[src/hdl/gbn_arq_pkg.sv]
`default_nettype none
// ----------------------------------------------------------------------------
// gbn_arq_pkg
// shared constants, codes and types of the go-back-n link endpoint
// ----------------------------------------------------------------------------
package gbn_arq_pkg;

  // sequence space: numbers 0 .. SEQ_MAX, arithmetic modulo SEQ_MAX + 1
  localparam int SEQ_MAX      = 7;
  localparam int MODULUS      = SEQ_MAX + 1;
  localparam int SEQ_BITS     = 3;
  localparam int PAYLOAD_BITS = 32;

  // event codes
  localparam logic [1:0] CMD_NET_READY = 2'd0;
  localparam logic [1:0] CMD_FRAME     = 2'd1;
  localparam logic [1:0] CMD_TIMEOUT   = 2'd2;
  localparam logic [1:0] CMD_CKSUM_ERR = 2'd3;

  // result kinds
  localparam logic [1:0] KIND_STATUS  = 2'd0;
  localparam logic [1:0] KIND_DATA    = 2'd1;
  localparam logic [1:0] KIND_NAK     = 2'd2;
  localparam logic [1:0] KIND_DELIVER = 2'd3;

  typedef struct packed {
    logic [1:0]              command;
    logic [PAYLOAD_BITS-1:0] tx_payload;
    logic                    rx_valid;
    logic [SEQ_BITS-1:0]     rx_seq;
    logic [SEQ_BITS-1:0]     rx_ack;
    logic [PAYLOAD_BITS-1:0] rx_payload;
  } in_item_t;

  typedef struct packed {
    logic [1:0]              kind;
    logic [SEQ_BITS-1:0]     frame_seq;
    logic [SEQ_BITS-1:0]     frame_ack;
    logic [PAYLOAD_BITS-1:0] payload;
    logic [SEQ_BITS-1:0]     outstanding;
    logic                    network_enabled;
    logic                    last;
  } out_item_t;

  // controller to datapath
  typedef struct packed {
    logic capture;       // latch the accepted item
    logic exec_single;   // produce the one result of a non-resend event
    logic start_resend;  // load the resend pointer and read the oldest frame
    logic emit_resend;   // push one resent frame, read the next one
  } dp_cmd_t;

  // datapath to controller
  typedef struct packed {
    logic out_free;       // output register may be loaded this cycle
    logic resend_needed;  // timeout with frames outstanding
    logic resend_last;    // the frame on hand is the last to resend
  } dp_status_t;

  typedef enum logic [2:0] {
    S_IDLE   = 3'b001,
    S_EXEC   = 3'b010,
    S_RESEND = 3'b100
  } state_e;

endpackage
`default_nettype wire

[src/hdl/gbn_arq_ctrl.sv]
`default_nettype none
// ----------------------------------------------------------------------------
// gbn_arq_ctrl
// sequencer: accept, execute, and step through a timeout resend
// ----------------------------------------------------------------------------
module gbn_arq_ctrl (
  input  wire logic                    clk_i,
  input  wire logic                    rst_ni,
  input  wire logic                    in_valid_i,
  output logic                         in_ready_o,
  input  wire gbn_arq_pkg::dp_status_t status_i,
  output gbn_arq_pkg::dp_cmd_t         cmd_o
);

  gbn_arq_pkg::state_e state_q, state_d;

  always_ff @(posedge clk_i or negedge rst_ni) begin
    if (!rst_ni) begin
      state_q <= gbn_arq_pkg::S_IDLE;
    end else begin
      state_q <= state_d;
    end
  end

  always_comb begin
    state_d    = state_q;
    in_ready_o = 1'b0;
    cmd_o      = '0;
    unique case (state_q)
      gbn_arq_pkg::S_IDLE: begin
        in_ready_o    = 1'b1;
        cmd_o.capture = in_valid_i;
        if (in_valid_i) begin
          state_d = gbn_arq_pkg::S_EXEC;
        end
      end
      gbn_arq_pkg::S_EXEC: begin
        if (status_i.resend_needed) begin
          cmd_o.start_resend = 1'b1;
          state_d            = gbn_arq_pkg::S_RESEND;
        end else if (status_i.out_free) begin
          cmd_o.exec_single = 1'b1;
          state_d           = gbn_arq_pkg::S_IDLE;
        end
      end
      gbn_arq_pkg::S_RESEND: begin
        if (status_i.out_free) begin
          cmd_o.emit_resend = 1'b1;
          if (status_i.resend_last) begin
            state_d = gbn_arq_pkg::S_IDLE;
          end
        end
      end
      default: begin
        state_d = gbn_arq_pkg::S_IDLE;
      end
    endcase
  end

endmodule
`default_nettype wire

[src/hdl/gbn_arq_dp.sv]
`default_nettype none
// ----------------------------------------------------------------------------
// gbn_arq_dp
// window state, packet store, resend counter and output register
// ----------------------------------------------------------------------------
module gbn_arq_dp (
  input  wire logic                    clk_i,
  input  wire logic                    rst_ni,
  input  wire gbn_arq_pkg::in_item_t   in_item_i,
  input  wire gbn_arq_pkg::dp_cmd_t    cmd_i,
  output gbn_arq_pkg::dp_status_t      status_o,
  output logic                         out_valid_o,
  input  wire logic                    out_ready_i,
  output gbn_arq_pkg::out_item_t       out_item_o
);

  localparam int SB = gbn_arq_pkg::SEQ_BITS;
  localparam int PB = gbn_arq_pkg::PAYLOAD_BITS;
  localparam logic [SB-1:0] SEQ_TOP = SB'(gbn_arq_pkg::SEQ_MAX);
  localparam logic [SB:0]   MOD_W   = (SB+1)'(gbn_arq_pkg::MODULUS);

  function automatic logic [SB-1:0] seq_inc(input logic [SB-1:0] s);
    return (s == SEQ_TOP) ? '0 : s + 1'b1;
  endfunction

  // forward distance from a to b
  function automatic logic [SB-1:0] seq_dist(input logic [SB-1:0] a, input logic [SB-1:0] b);
    logic [SB:0] t;
    if (b >= a) begin
      t = {1'b0, b} - {1'b0, a};
    end else begin
      t = {1'b0, b} + MOD_W - {1'b0, a};
    end
    return t[SB-1:0];
  endfunction

  // b lies in the circular span [a, c)
  function automatic logic in_span(input logic [SB-1:0] a, input logic [SB-1:0] b,
                                   input logic [SB-1:0] c);
    return ((a <= b) && (b < c)) || ((c < a) && (a <= b)) || ((b < c) && (c < a));
  endfunction

  function automatic logic [SB-1:0] ack_of(input logic [SB-1:0] e);
    return (e == '0) ? SEQ_TOP : e - 1'b1;
  endfunction

  gbn_arq_pkg::in_item_t  in_q;
  gbn_arq_pkg::out_item_t out_q, single_res, resend_res;
  logic                   out_valid_q;

  logic [SB-1:0] next_q, next_d;
  logic [SB-1:0] oldest_q, oldest_d;
  logic [SB-1:0] expected_q, expected_d;
  logic [SB-1:0] count_q, count_d;
  logic [SB-1:0] rd_ptr_q;
  logic [SB-1:0] left_q;
  logic [SB-1:0] rd_addr;
  logic [PB-1:0] rd_data_q;
  logic          store_we;
  logic          rd_en;

  logic [PB-1:0] store_mem [gbn_arq_pkg::MODULUS];

  // input register
  always_ff @(posedge clk_i) begin
    if (cmd_i.capture) begin
      in_q <= in_item_i;
    end
  end

  // one-result events
  always_comb begin
    next_d     = next_q;
    oldest_d   = oldest_q;
    expected_d = expected_q;
    count_d    = count_q;
    store_we   = 1'b0;
    single_res = '0;
    single_res.kind = gbn_arq_pkg::KIND_STATUS;
    unique case (in_q.command)
      gbn_arq_pkg::CMD_NET_READY: begin
        if (count_q < SEQ_TOP) begin
          store_we             = cmd_i.exec_single;
          single_res.kind      = gbn_arq_pkg::KIND_DATA;
          single_res.frame_seq = next_q;
          single_res.payload   = in_q.tx_payload;
          count_d              = count_q + 1'b1;
          next_d               = seq_inc(next_q);
        end
      end
      gbn_arq_pkg::CMD_FRAME: begin
        if (in_q.rx_valid) begin
          if (in_q.rx_seq == expected_q) begin
            single_res.kind      = gbn_arq_pkg::KIND_DELIVER;
            single_res.frame_seq = in_q.rx_seq;
            single_res.payload   = in_q.rx_payload;
            expected_d           = seq_inc(expected_q);
            // release everything up to and including rx_ack
            if (in_span(oldest_q, in_q.rx_ack, next_q)) begin
              count_d  = count_q - seq_dist(oldest_q, in_q.rx_ack) - 1'b1;
              oldest_d = seq_inc(in_q.rx_ack);
            end
          end else begin
            single_res.kind      = gbn_arq_pkg::KIND_NAK;
            single_res.frame_seq = in_q.rx_seq;
          end
        end
      end
      gbn_arq_pkg::CMD_TIMEOUT: begin
      end
      gbn_arq_pkg::CMD_CKSUM_ERR: begin
      end
      default: begin
      end
    endcase
    single_res.frame_ack       = ack_of(expected_d);
    single_res.outstanding     = count_d;
    single_res.network_enabled = (count_d < SEQ_TOP);
    single_res.last            = 1'b1;
  end

  always_comb begin
    resend_res                 = '0;
    resend_res.kind            = gbn_arq_pkg::KIND_DATA;
    resend_res.frame_seq       = rd_ptr_q;
    resend_res.frame_ack       = ack_of(expected_q);
    resend_res.payload         = rd_data_q;
    resend_res.outstanding     = count_q;
    resend_res.network_enabled = (count_q < SEQ_TOP);
    resend_res.last            = (left_q == SB'(1));
  end

  always_ff @(posedge clk_i or negedge rst_ni) begin
    if (!rst_ni) begin
      next_q     <= '0;
      oldest_q   <= '0;
      expected_q <= '0;
      count_q    <= '0;
    end else if (cmd_i.exec_single) begin
      next_q     <= next_d;
      oldest_q   <= oldest_d;
      expected_q <= expected_d;
      count_q    <= count_d;
    end
  end

  // resend pointer and remaining count
  always_ff @(posedge clk_i) begin
    if (cmd_i.start_resend) begin
      rd_ptr_q <= oldest_q;
      left_q   <= count_q;
    end else if (cmd_i.emit_resend) begin
      rd_ptr_q <= seq_inc(rd_ptr_q);
      left_q   <= left_q - 1'b1;
    end
  end

  // packet store
  assign rd_en   = cmd_i.start_resend || cmd_i.emit_resend;
  assign rd_addr = cmd_i.start_resend ? oldest_q : seq_inc(rd_ptr_q);

  always_ff @(posedge clk_i) begin
    if (store_we) begin
      store_mem[next_q] <= in_q.tx_payload;
    end
    if (rd_en) begin
      rd_data_q <= store_mem[rd_addr];
    end
  end

  // output register
  always_ff @(posedge clk_i or negedge rst_ni) begin
    if (!rst_ni) begin
      out_valid_q <= 1'b0;
    end else if (cmd_i.exec_single || cmd_i.emit_resend) begin
      out_valid_q <= 1'b1;
    end else if (out_ready_i) begin
      out_valid_q <= 1'b0;
    end
  end

  always_ff @(posedge clk_i) begin
    if (cmd_i.exec_single) begin
      out_q <= single_res;
    end else if (cmd_i.emit_resend) begin
      out_q <= resend_res;
    end
  end

  assign out_valid_o = out_valid_q;
  assign out_item_o  = out_q;

  assign status_o.out_free      = !out_valid_q || out_ready_i;
  assign status_o.resend_needed = (in_q.command == gbn_arq_pkg::CMD_TIMEOUT) && (count_q != '0);
  assign status_o.resend_last   = (left_q == SB'(1));

  // window never overfills
  a_count_bound: assert property (@(posedge clk_i) disable iff (!rst_ni)
    count_q <= SEQ_TOP)
    else $error("outstanding count above window size");

  // count tracks the span between oldest and next
  a_count_span: assert property (@(posedge clk_i) disable iff (!rst_ni)
    seq_dist(oldest_q, next_q) == count_q)
    else $error("outstanding count out of step with sequence pointers");

  // an unread result is never overwritten
  a_no_overwrite: assert property (@(posedge clk_i) disable iff (!rst_ni)
    (cmd_i.exec_single || cmd_i.emit_resend) |-> (!out_valid_q || out_ready_i))
    else $error("output register loaded while still full");

  // a resend item is only pushed while frames remain
  a_resend_left: assert property (@(posedge clk_i) disable iff (!rst_ni)
    cmd_i.emit_resend |-> (left_q != '0))
    else $error("resend past the outstanding frames");

endmodule
`default_nettype wire

[src/hdl/go_back_n_arq_sender_top.sv]
`default_nettype none
// ----------------------------------------------------------------------------
// go_back_n_arq_sender_top
// go-back-n sliding-window link endpoint, sender and in-order receiver
// ----------------------------------------------------------------------------
// one event item enters at a time. it is registered in the accept cycle and
// executed once the output register is free, so an item that makes a single
// result item (network ready, frame arrival, checksum error, timeout with
// nothing outstanding) loads the output register and the block is ready
// again in the cycle after. a timeout with n frames outstanding latches the
// item, reads the oldest frame from the packet store, then sends one resent
// frame per cycle while the output register is free, paced by the single
// read port of the store. a stall on the output side holds the sequencer
// until the output register frees up. every result item carries the window
// status after the event and last marks the final item of an event.
// ----------------------------------------------------------------------------
module go_back_n_arq_sender_top (
  input  wire logic                  clk_i,
  input  wire logic                  rst_ni,
  input  wire logic                  in_valid_i,
  output logic                       in_ready_o,
  input  wire gbn_arq_pkg::in_item_t in_item_i,
  output logic                       out_valid_o,
  input  wire logic                  out_ready_i,
  output gbn_arq_pkg::out_item_t     out_item_o
);

  // command and status between sequencer and datapath
  gbn_arq_pkg::dp_cmd_t    dp_cmd;
  gbn_arq_pkg::dp_status_t dp_status;

  // sequencer: idle, execute, resend loop
  gbn_arq_ctrl u_ctrl (
    .clk_i      (clk_i),
    .rst_ni     (rst_ni),
    .in_valid_i (in_valid_i),
    .in_ready_o (in_ready_o),
    .status_i   (dp_status),
    .cmd_o      (dp_cmd)
  );

  // window pointers, packet store and output register
  gbn_arq_dp u_dp (
    .clk_i       (clk_i),
    .rst_ni      (rst_ni),
    .in_item_i   (in_item_i),
    .cmd_i       (dp_cmd),
    .status_o    (dp_status),
    .out_valid_o (out_valid_o),
    .out_ready_i (out_ready_i),
    .out_item_o  (out_item_o)
  );

endmodule
`default_nettype wire

[config.mk]
export PLATFORM = sky130hd
export DESIGN_NAME = go_back_n_arq_sender_top
export DESIGN_NICKNAME = d
export VERILOG_FILES = /design/src/hdl/gbn_arq_pkg.sv /design/src/hdl/gbn_arq_ctrl.sv /design/src/hdl/gbn_arq_dp.sv /design/src/hdl/go_back_n_arq_sender_top.sv
export SDC_FILE = /design/constraint.sdc
export NUM_CORES = 1
export LEC_CHECK = 0
export BUFFER_PORTS_ARGS = -buffer_cell sky130_fd_sc_hd__clkbuf_2
export CAP_MARGIN = 25
export CORE_MARGIN = 2
export CORE_UTILIZATION = 50
export DETAILED_ROUTE_END_ITERATION = 10
export GPL_ROUTABILITY_DRIVEN = 0
export PLACE_DENSITY_LB_ADDON = 0.05
export SYNTH_ARGS = -nofsm -noshare
export SYNTH_HDL_FRONTEND = slang
export SYNTH_SLANG_ARGS = --single-unit
[constraint.sdc]
create_clock -name clk_i -period 6.4 [get_ports clk_i]
set_clock_uncertainty 0.15 [all_clocks]
set_input_delay 0.64 -clock clk_i [delete_from_list [all_inputs] [get_ports clk_i]]
set_output_delay 0.64 -clock clk_i [all_outputs]
set_load 0.1 [all_outputs]
Word level (Yosys, flattened, before mapping)

Memory sizes are Yosys's and may differ from the RTL's. A register that Yosys moved wholly into a read port is not among the register bits.
Index checks and enable logic that the tools add are counted.

Add/sub/neg operators: 13
Order comparisons: 6
Equal/unequal tests: 15
Mux-type cells: 53
Reduce and logical (&&, ||, !) cells: 20

Operators with widths:

| cell                | number |
|---|---|
| $mux 32             | 3 |
| $mux 45             | 2 |
| $mux 3              | 28 |
| $pmux 32 s2         | 1 |
| $add 3x1->3 const B | 6 |
| $eq 3x3->1 const B  | 5 |
| $mux 1              | 12 |
| $sub 3x1->3 const B | 4 |
| $pmux 5 s2          | 1 |
| $pmux 3 s3          | 1 |
| $sub 3x3->3         | 3 |
| $mux 4              | 2 |
| $eq 3x1->1 const B  | 2 |
| $logic_not 3->1     | 2 |
| $lt 3x3->1          | 2 |
| $lt 3x3->1 const B  | 2 |
| $ne 2x2->1 const B  | 3 |
| $pmux 3 s2          | 1 |
| $reduce_bool 2->1   | 3 |
| $logic_or 1x1->1    | 5 |
| $mux 5              | 1 |
| $reduce_and 5->1    | 1 |
| $logic_and 1x1->1   | 4 |
| $reduce_and 4->1    | 1 |
| 12 further kinds    | 12 |

Flip-flop bits (word level): 140
Bits in writable memories: 256
Input bits: 77
Output and inout bits: 47
Word-level logic and storage cells: 129
Memories kept: 1

Memories:

| name           | depth | bits a word | read ports | clocked after memory_dff | write ports | line             | text |
|---|---|---|---|---|---|---|---|
| u_dp.store_mem | 8     | 32          | 1          | 1                        | 1           | gbn_arq_dp.sv:62 | `logic [PB-1:0] store_mem [gbn_arq_pkg::MODULUS];` |

Logic depth before layout (Yosys ltp)

Gate-level depths: netlist of run 1.

Depth after elaboration: 16
Mapped depth: 11

Hierarchy

A second synthesis of run 1 with hierarchy kept.

Cell total of the unflattened synthesis: 1294
Area, all modules: 17141.4 µm²

By module, submodules not included:

| module       | instances | cells each | area each (µm²) | seq. area each (µm²) |
|---|---|---|---|---|
| gbn_arq_dp   | 1         | 1269       | 16942.5         | 12687.2 |
| gbn_arq_ctrl | 1         | 25         | 198.9           | 76.3 |

Worst setup path before layout of run 1

OpenSTA, ideal clock, no wires.

Path kind: reg2reg
Start point: register u_dp.out_valid_q, in the netlist u_dp.out_valid_o
End point: memory u_dp.store_mem[0][0] (netlist name), enable pin
Data arrival time: 4.674 ns
Setup slack: 1.074 ns
Stages on the path, launching flop included: 6
Buffers on the path: 1
Clock period less this slack: 5.326 ns
Cells stage by stage: dfrtp_1 > nand2b_1 > and3_1 > buf_2 > nand2_1 > nor4_1

Longest elaborated chain between the ends: 9

RTL lines:

| what                         | line               | text |
|---|---|---|
| start, declared              | gbn_arq_dp.sv:49   | `logic out_valid_q;` |
| start signal, assigned       | gbn_arq_dp.sv:174  | `out_valid_q <= 1'b0;` |
| start signal, assigned       | gbn_arq_dp.sv:176  | `out_valid_q <= 1'b1;` |
| start signal, assigned       | gbn_arq_dp.sv:178  | `out_valid_q <= 1'b0;` |
| $logic_not 1->1              | gbn_arq_dp.sv:193  | `assign status_o.out_free = !out_valid_q \|\| out_ready_i;` |
| $logic_or 1x1->1             | gbn_arq_dp.sv:193  |  |
| $mux 1                       | gbn_arq_ctrl.sv:41 | `end else if (status_i.out_free) begin` |
| $mux 1                       | gbn_arq_ctrl.sv:38 | `if (status_i.resend_needed) begin` |
| $mux 2                       | gbn_arq_ctrl.sv:29 | `unique case (state_q)` |
| $mux 1                       | gbn_arq_dp.sv:82   | `if (count_q < SEQ_TOP) begin` |
| $mux 1                       | gbn_arq_dp.sv:80   | `unique case (in_q.command)` |
| $mux 1                       | gbn_arq_dp.sv:163  | `if (store_we) begin` |
| $mux 1 (implied by the code) | gbn_arq_dp.sv:164  | `store_mem[next_q] <= in_q.tx_payload;` |
| end, declared                | gbn_arq_dp.sv:62   |  |

Every way passes these cells.

Worst setup path after layout of run 1

Start point: register u_dp.count_q[1]
End point: memory u_dp.store_mem[1][15] (netlist name), enable pin

Longest elaborated chain between the ends: 8

RTL lines:

| what                           | line               | text |
|---|---|---|
| start, declared                | gbn_arq_dp.sv:54   | `logic [SB-1:0] count_q, count_d;` |
| start signal, assigned         | gbn_arq_dp.sv:143  | `count_q <= count_d;` |
| $reduce_bool 3->1              | gbn_arq_dp.sv:194  | `assign status_o.resend_needed = (in_q.command == gbn_arq_pkg::CMD_TIMEOUT) && (count_q != '0);` |
| $logic_and 1x1->1              | gbn_arq_dp.sv:194  |  |
| $mux 1                         | gbn_arq_ctrl.sv:38 |  |
| $mux 2                         | gbn_arq_ctrl.sv:29 |  |
| $mux 1 *                       | gbn_arq_dp.sv:82   |  |
| $mux 1 *                       | gbn_arq_dp.sv:80   |  |
| $mux 1 *                       | gbn_arq_dp.sv:163  |  |
| $mux 1 (implied by the code) * | gbn_arq_dp.sv:164  |  |

Every way passes the cells marked *; elsewhere a longest branch is shown, timed or not.

==> metrics.txt, run 1 <==
min-delay worst type=in -> reg; register area share after synthesis=73.4%; Tcrit/Tclk final=between 50% and 60%; ys async rst share=about 3.7%; drt initial violations=557; CP max stage delay=~860 ps; first-pass detailed-route iteration total=5; Worst Reg2Reg Path Length in Cells=8; Critical R2R Launch=u_dp.count_q[1]$_DFFE_PN0P_; core area=roughly 34,000 um2; r2r setup slk=2640 ps; WP data required=approximately 6400 ps; Fillers=around 2,700; row cnt=68; H-tree level count=2; critical path fanouts, max=23; Worst EP arrival=3800 ps; antenna fix cells=0; io pins=about 120; Fin Setup TNS=0 ps; minimum clock period after layout=roughly 3800 ps; port bufs=around 120; DR WL/cell=about 21 um; Synth cell types=52; dpl cells=1,556; most common cell after layout, fill and taps aside=edfxtp_1; gate count after technology mapping=roughly 1,000; CTS tree=built; crit path launch type=register; Root Driver=clkbuf_16; Vias=8,813; DRT antenna net count=0; Synth Flop Type=edfxtp_1; maximum root-to-sink buffer count=3; Reg clk slew, reported paths=60 ps; WHS Endpoint=u_dp.in_q[28]$_DFFE_PP_; fmax=between 200 and 300 MHz; syn_nets=~1,100; CP max stage cell=nor3_2; # Post-CTS Setup Buffers=0; non-filler cells, final=roughly 1,600; Worst Min Path Start=in_item_i[28]; P_leak=7.39 nW; Mean Syn Cell Area=17.3 um2; R2R Path End=u_dp.store_mem[1][15]$_DFFE_PP_; total gr overflow=0; FF+latch count, synth=around 430; vias in the first global route=between 8,000 and 9,000; area delta synth->final=14.8%; status=finished clean; number of remaining DRC errors=0; Clk Latency, worst-skew pair=550 ps; worst-path cell chain=inv_1, ha_1, nand2b_4, nand2_1, and3_1, nand3_1, nor3_2, buf_4; routed vias/inst=5.37; WHS=109 ps; Slew headroom=between 30% and 40%; final hold vios=0; PostCTS Resize Cnt=0; pin count of the biggest net entering global routing=a little under 70; Worst Tran Pin Value=~1000 ps; final WL=about 35 mm; Total GRT Usage=about a fifth; Die Wd=around 190 um; # setup viols final=0; Post-synth EDFFs=411; proportion of layout cells with a drive suffix above 1=around 23%; initial antenna violation count=0; Max Slew Vio Count=0; worst path buffer plus inverter count=2; Top delay family on crit path=simple AND/OR/NAND/NOR gates; Die Y=between 150 and 200 um; final net count=approximately 1,300; hold depth=1; PwrDens=351 nW/um2; most frequent cells in the layout=edfxtp_1, mux2i_1, clkbuf_2; max-cap violations=0; Die Footprint=around 36,000 um2; Max VDD drop=between 0.2 and 0.25 mV; crit end category=register; Mapped Area=approximately 17,000 um2; first-pass GRT wire length=roughly 53 mm; CP Class=reg -> reg; pre-CTS setup slack=2620 ps; CTS Buf Count=46; DP HPWL=around 19 mm; clk sinks=428; Synth warnings=0; final worst slack=2640 ps; unrepaired setup endpoints after global routing=false; initial core utilization=about half
[power by group]
part / internal (mW) / switching (mW)
clock network: 1.64 / 1.06
registers: 3.30 / 0.156
logic: 0.250 / 0.593
total: 5.19 / 1.81
[worst reg2reg max path, cell delays in order, from the launching register on]
cell and delay, ps:
dfrtp_1 480, inv_1 150, ha_1 200, nand2b_4 70, nand2_1 130, and3_1 420, nand3_1 400, nor3_2 860
buf_4 530
[timing repair]
action | 4_1_cts | 5_1_grt
hold endpoints to repair | 15 | 0
setup endpoints to repair | 0 | 0
hold buffers | 1 | 0
[how the worst max path moves through the flow]
| stage | startpoint | slack [ps] | depth (start not counted) | end |
|---|---|---|---|---|
| 6_report | u_dp.count_q[1]$_DFFE_PN0P_ | 2640 | 8 | u_dp.store_mem[1][15]$_DFFE_PP_ |
| 5_1_grt | u_dp.count_q[1]$_DFFE_PN0P_ | 2380 | 8 | u_dp.store_mem[1][4]$_DFFE_PP_ |
| 4_1_cts | u_dp.count_q[1]$_DFFE_PN0P_ | 2600 | 8 | u_dp.store_mem[1][15]$_DFFE_PP_ |
| 3_5_place_dp | u_dp.count_q[1]$_DFFE_PN0P_ | 2620 | 8 | u_dp.store_mem[1][10]$_DFFE_PP_ |
| 3_3_place_gp | u_dp.count_q[1]$_DFFE_PN0P_ | 2670 | 8 | u_dp.store_mem[1][9]$_DFFE_PP_ |
| 2_1_floorplan | u_dp.out_valid_o$_DFFE_PN0P_ | 1070 | 5 | u_dp.store_mem[0][0]$_DFFE_PP_ |
[registers in the layout, indices dropped and copies added, names as in the netlist]
| signal | flops |
|---|---|
| u_dp.expected_q | 3 |
| u_dp.next_q | 3 |
| u_dp.oldest_q | 3 |
| u_dp.out_item_o | 45 |
| u_dp.out_valid_o | 1 |
| u_ctrl.state_q | 3 |
| u_dp.rd_ptr_q | 3 |
| u_dp.count_q | 3 |
| u_dp.in_q | 73 |
| u_dp.left_q | 3 |
| u_dp.rd_data_q | 32 |
| u_dp.store_mem | 256 |
[cells by family after synthesis]
family	count (synthesis)	share of synthesized area [%]
AO/OA/AOI/OAI	120	4.26
multiplexers	231	13.6
buffers and inverters	69	3.01
flip-flops	428	73.4
adder cells (fa/ha/maj)	27	2.01
AND/OR/NAND/NOR	126	3.46
XOR/XNOR	6	0.302
[through the flow]
step                instance area (um2)  total power, mW  util (%)
floorplan                         17400             4.14         -
global placement                  18400             4.35      53.4
detailed placement                18400             4.36      53.4
CTS                               19900             7.07      58.0
global route                      20000             7.27      58.1
finish                            20000             7.00      58.1
[Yosys cell counts, types with 3 or more instances]
cell type / n / area (um2)
a21o_1: 3 / 22.5
a21oi_1: 12 / 60.1
a22oi_1: 35 / 263
a31oi_1: 8 / 50.1
buf_12: 8 / 160
buf_2: 8 / 40.0
buf_6: 4 / 45.0
buf_8: 8 / 120
clkbuf_1: 18 / 67.6
dfrtp_1: 15 / 375
edfxtp_1: 411 / 12300
ha_1: 24 / 300
inv_1: 19 / 71.3
inv_2: 3 / 11.3
mux2_2: 33 / 372
mux2i_1: 196 / 1960
nand2_1: 60 / 225
nand2b_1: 7 / 43.8
nand3_1: 5 / 25.0
nor2_1: 23 / 86.3
nor2b_1: 6 / 37.5
nor3_1: 7 / 35.0
nor4_1: 4 / 25.0
o21ai_0: 9 / 45.0
o21ai_1: 43 / 215
o22ai_1: 4 / 25.0
xnor2_1: 5 / 43.8
[cell type report]
| cell class | count | area [um2] | area share, % |
|---|---|---|---|
| clock buffer | 50 | 1170 | 5.84 |
| clock inverter | 31 | 382 | 1.91 |
| inverter | 22 | 83.8 | 0.420 |
| multi-input combinational | 510 | 4180 | 20.9 |
| sequential | 428 | 12800 | 63.9 |
| tap | 455 | 569 | 2.85 |
| timing repair buffer | 144 | 833 | 4.17 |
[per-layer routing]
metal  share of wire [%]  global-route usage, %
met1                  46                   27.6
met2                  49                   32.2
met3                 4.5                   2.69
met4                 1.3                   4.50
met5                   0                      0
No activity file was read; power rests on OpenSTA's default activity.
==> run 2, diff against run 1 <==
- clock period: 6.4 -> 3.9 ns (I/O delays scaled with it)
==> run 2 against run 1 <==
Effect of this change:
- critical path type unchanged
- sequential cell count unchanged
- count of clock-buffer cells in the layout increased by 9
- highest routed layer unchanged
- critical path depth unchanged
- largest cell class unchanged
- critical endpoint is now u_dp.store_mem[3][20]$_DFFE_PP_
==> metrics.txt, run 2 (synthesis results as in run 1) <==
status=finished clean; routed vias/inst=5.33 (-0.81%); Pwr Total=11.3 mW (+61%); crit path launch type=register; pin count of the biggest net entering global routing=41 (-40%); maximum root-to-sink buffer count=3 (unchanged); H-tree level count=2 (unchanged); unrepaired setup endpoints after global routing=false; min-delay worst type=in -> reg; r2r setup slk=640 ps (-2000 ps); io pins=124 (unchanged); WP data required=4000 ps (-2430 ps); worst-path cell chain=inv_1, ha_1, nand2b_4, nand2_1, and3_1, nand3_1, nor2_4, buf_4; number of remaining DRC errors=0 (unchanged); clk sinks=428 (unchanged); proportion of layout cells with a drive suffix above 1=21.9% (-0.85 points); Clk Latency, worst-skew pair=550 ps (about the same); final WL=35.0 mm (+0.60%); CTS tree=built; P_leak=7.74 nW (+4.7%); CP max stage cell=nor2_4; final hold vios=0 (unchanged); initial core utilization=50.6% (unchanged); total gr overflow=0 (unchanged); Root Driver=clkbuf_16; Max VDD drop=0.372 mV (+54%); fmax=307 MHz (+15%); Die Footprint=36,300 um2 (unchanged); Max Slew Vio Count=0 (unchanged); initial antenna violation count=0 (unchanged); Fin Setup TNS=0 ps (unchanged); minimum clock period after layout=3260 ps (-501 ps); Reg clk slew, reported paths=60 ps (about the same); DR WL/cell=20.2 um (-4.5%); WHS Endpoint=u_dp.out_valid_o$_DFFE_PN0P_; Worst Reg2Reg Path Length in Cells=8 (unchanged); Total GRT Usage=19.8% (+0.32 points); max-cap violations=0 (unchanged); core area=34,400 um2 (unchanged); critical path fanouts, max=15 (-35%); row cnt=68 (unchanged); Vias=9,205 (+4.4%); Top delay family on crit path=simple AND/OR/NAND/NOR gates; worst path buffer plus inverter count=2 (unchanged); Reg with most FFs=u_dp.store_mem; Finished Cell Area=20,800 um2 (+4.3%); Fillers=2,599 (-3.3%); R2R Path End=u_dp.store_mem[3][20]$_DFFE_PP_; vias in the first global route=9,319 (+5.6%); placed instance area=18,700 um2 (+1.6%); CTS Buf Count=45 (-2.2%); most frequent cells in the layout=edfxtp_1, mux2i_1, clkbuf_2; Die Wd=191 um (unchanged); # setup viols final=0 (unchanged); Worst Min Path Start=out_ready_i; CP max stage delay=580 ps (-280 ps); Register Area=12,800 um2 (unchanged); first-pass GRT wire length=53.9 mm (+2.2%); drt initial violations=540 (-3.1%); hold depth=3 (+2); CP Class=reg -> reg; Worst EP arrival=3360 ps (-440 ps); max reg flops=256 (unchanged); PwrDens=541 nW/um2 (+54%); multi-input logic area=4200 um2 (+0.48%); area delta synth->final=19.7%; DRT antenna net count=0 (unchanged); PostCTS Resize Cnt=0 (unchanged); most common cell after layout, fill and taps aside=edfxtp_1; antenna fix cells=0 (unchanged); crit end category=register; Critical R2R Launch=u_dp.count_q[1]$_DFFE_PN0P_; port bufs=123 (unchanged); Tcrit/Tclk final=83.6% (+25 points); # Post-CTS Setup Buffers=0 (unchanged); Worst Tran Pin Value=815 ps (-207 ps); cts-stage hold buffer count=75 (+74); Die Y=191 um (unchanged); final net count=1,343 (+7.0%); Slew headroom=45.6% (+14 points); DP HPWL=20.7 mm (+8.3%); first-pass detailed-route iteration total=4 (-1)
-- run 2: worst min-delay path: cells and delay by family --
kind	cells	cell delay, ps
buffers and inverters	1	70
AND/OR/NAND/NOR	2	320
-- run 2: how the worst max path moves through the flow --
stage                                  from  depth (start not counted)                               to  slack (ps)
2_1_floorplan  u_dp.out_valid_o$_DFFE_PN0P_                          5   u_dp.store_mem[2][0]$_DFFE_PP_        -590
3_3_place_gp    u_dp.count_q[1]$_DFFE_PN0P_                          8  u_dp.store_mem[3][16]$_DFFE_PP_         710
3_5_place_dp    u_dp.count_q[1]$_DFFE_PN0P_                          8  u_dp.store_mem[3][19]$_DFFE_PP_         640
4_1_cts         u_dp.count_q[1]$_DFFE_PN0P_                          8  u_dp.store_mem[3][20]$_DFFE_PP_         620
5_1_grt         u_dp.count_q[1]$_DFFE_PN0P_                          8  u_dp.store_mem[3][19]$_DFFE_PP_         470
6_report        u_dp.count_q[1]$_DFFE_PN0P_                          8  u_dp.store_mem[3][20]$_DFFE_PP_         640
-- run 2: through the flow --
stage                     std cells  worst slack, ps  hold slack [ps]  utilization [%]
final                          1727              640              146             60.6
after global routing           1727              466              192             60.6
after CTS                      1727              624              115             60.6
after detailed placement       1573              637              220             54.3
after global placement         1573              709              217             54.3
after floorplan                1007             -586            -55.6                -
-- run 2: report_power, final --
group	switching (mW)	leakage [nW]	total (mW)	internal, mW
Clock	1.67	0.693	4.12	2.44
Combinational	0.990	3.10	1.48	0.487
Sequential	0.261	3.95	5.68	5.42
Total	2.92	7.74	11.3	8.35
-- run 2: metal layers --
layer / up-vias / global-route usage (%) / part of all wire [%]
met1: 4605 / 27.7 / 46
met4: 0 / 5.90 / 2.0
met5: - / 0 / 0
li1: 4357 / - / -
met3: 55 / 3.00 / 3.7
met2: 188 / 32.3 / 48
-- run 2: layout make-up --
type	instances	share of cell area (%)
Sequential cell	428	61.3
Multi-Input combinational cell	510	20.2
Timing Repair Buffer	233	8.60
Clock buffer	59	5.81
Tap cell	455	2.73
Clock inverter	20	1.01
Inverter	22	0.414
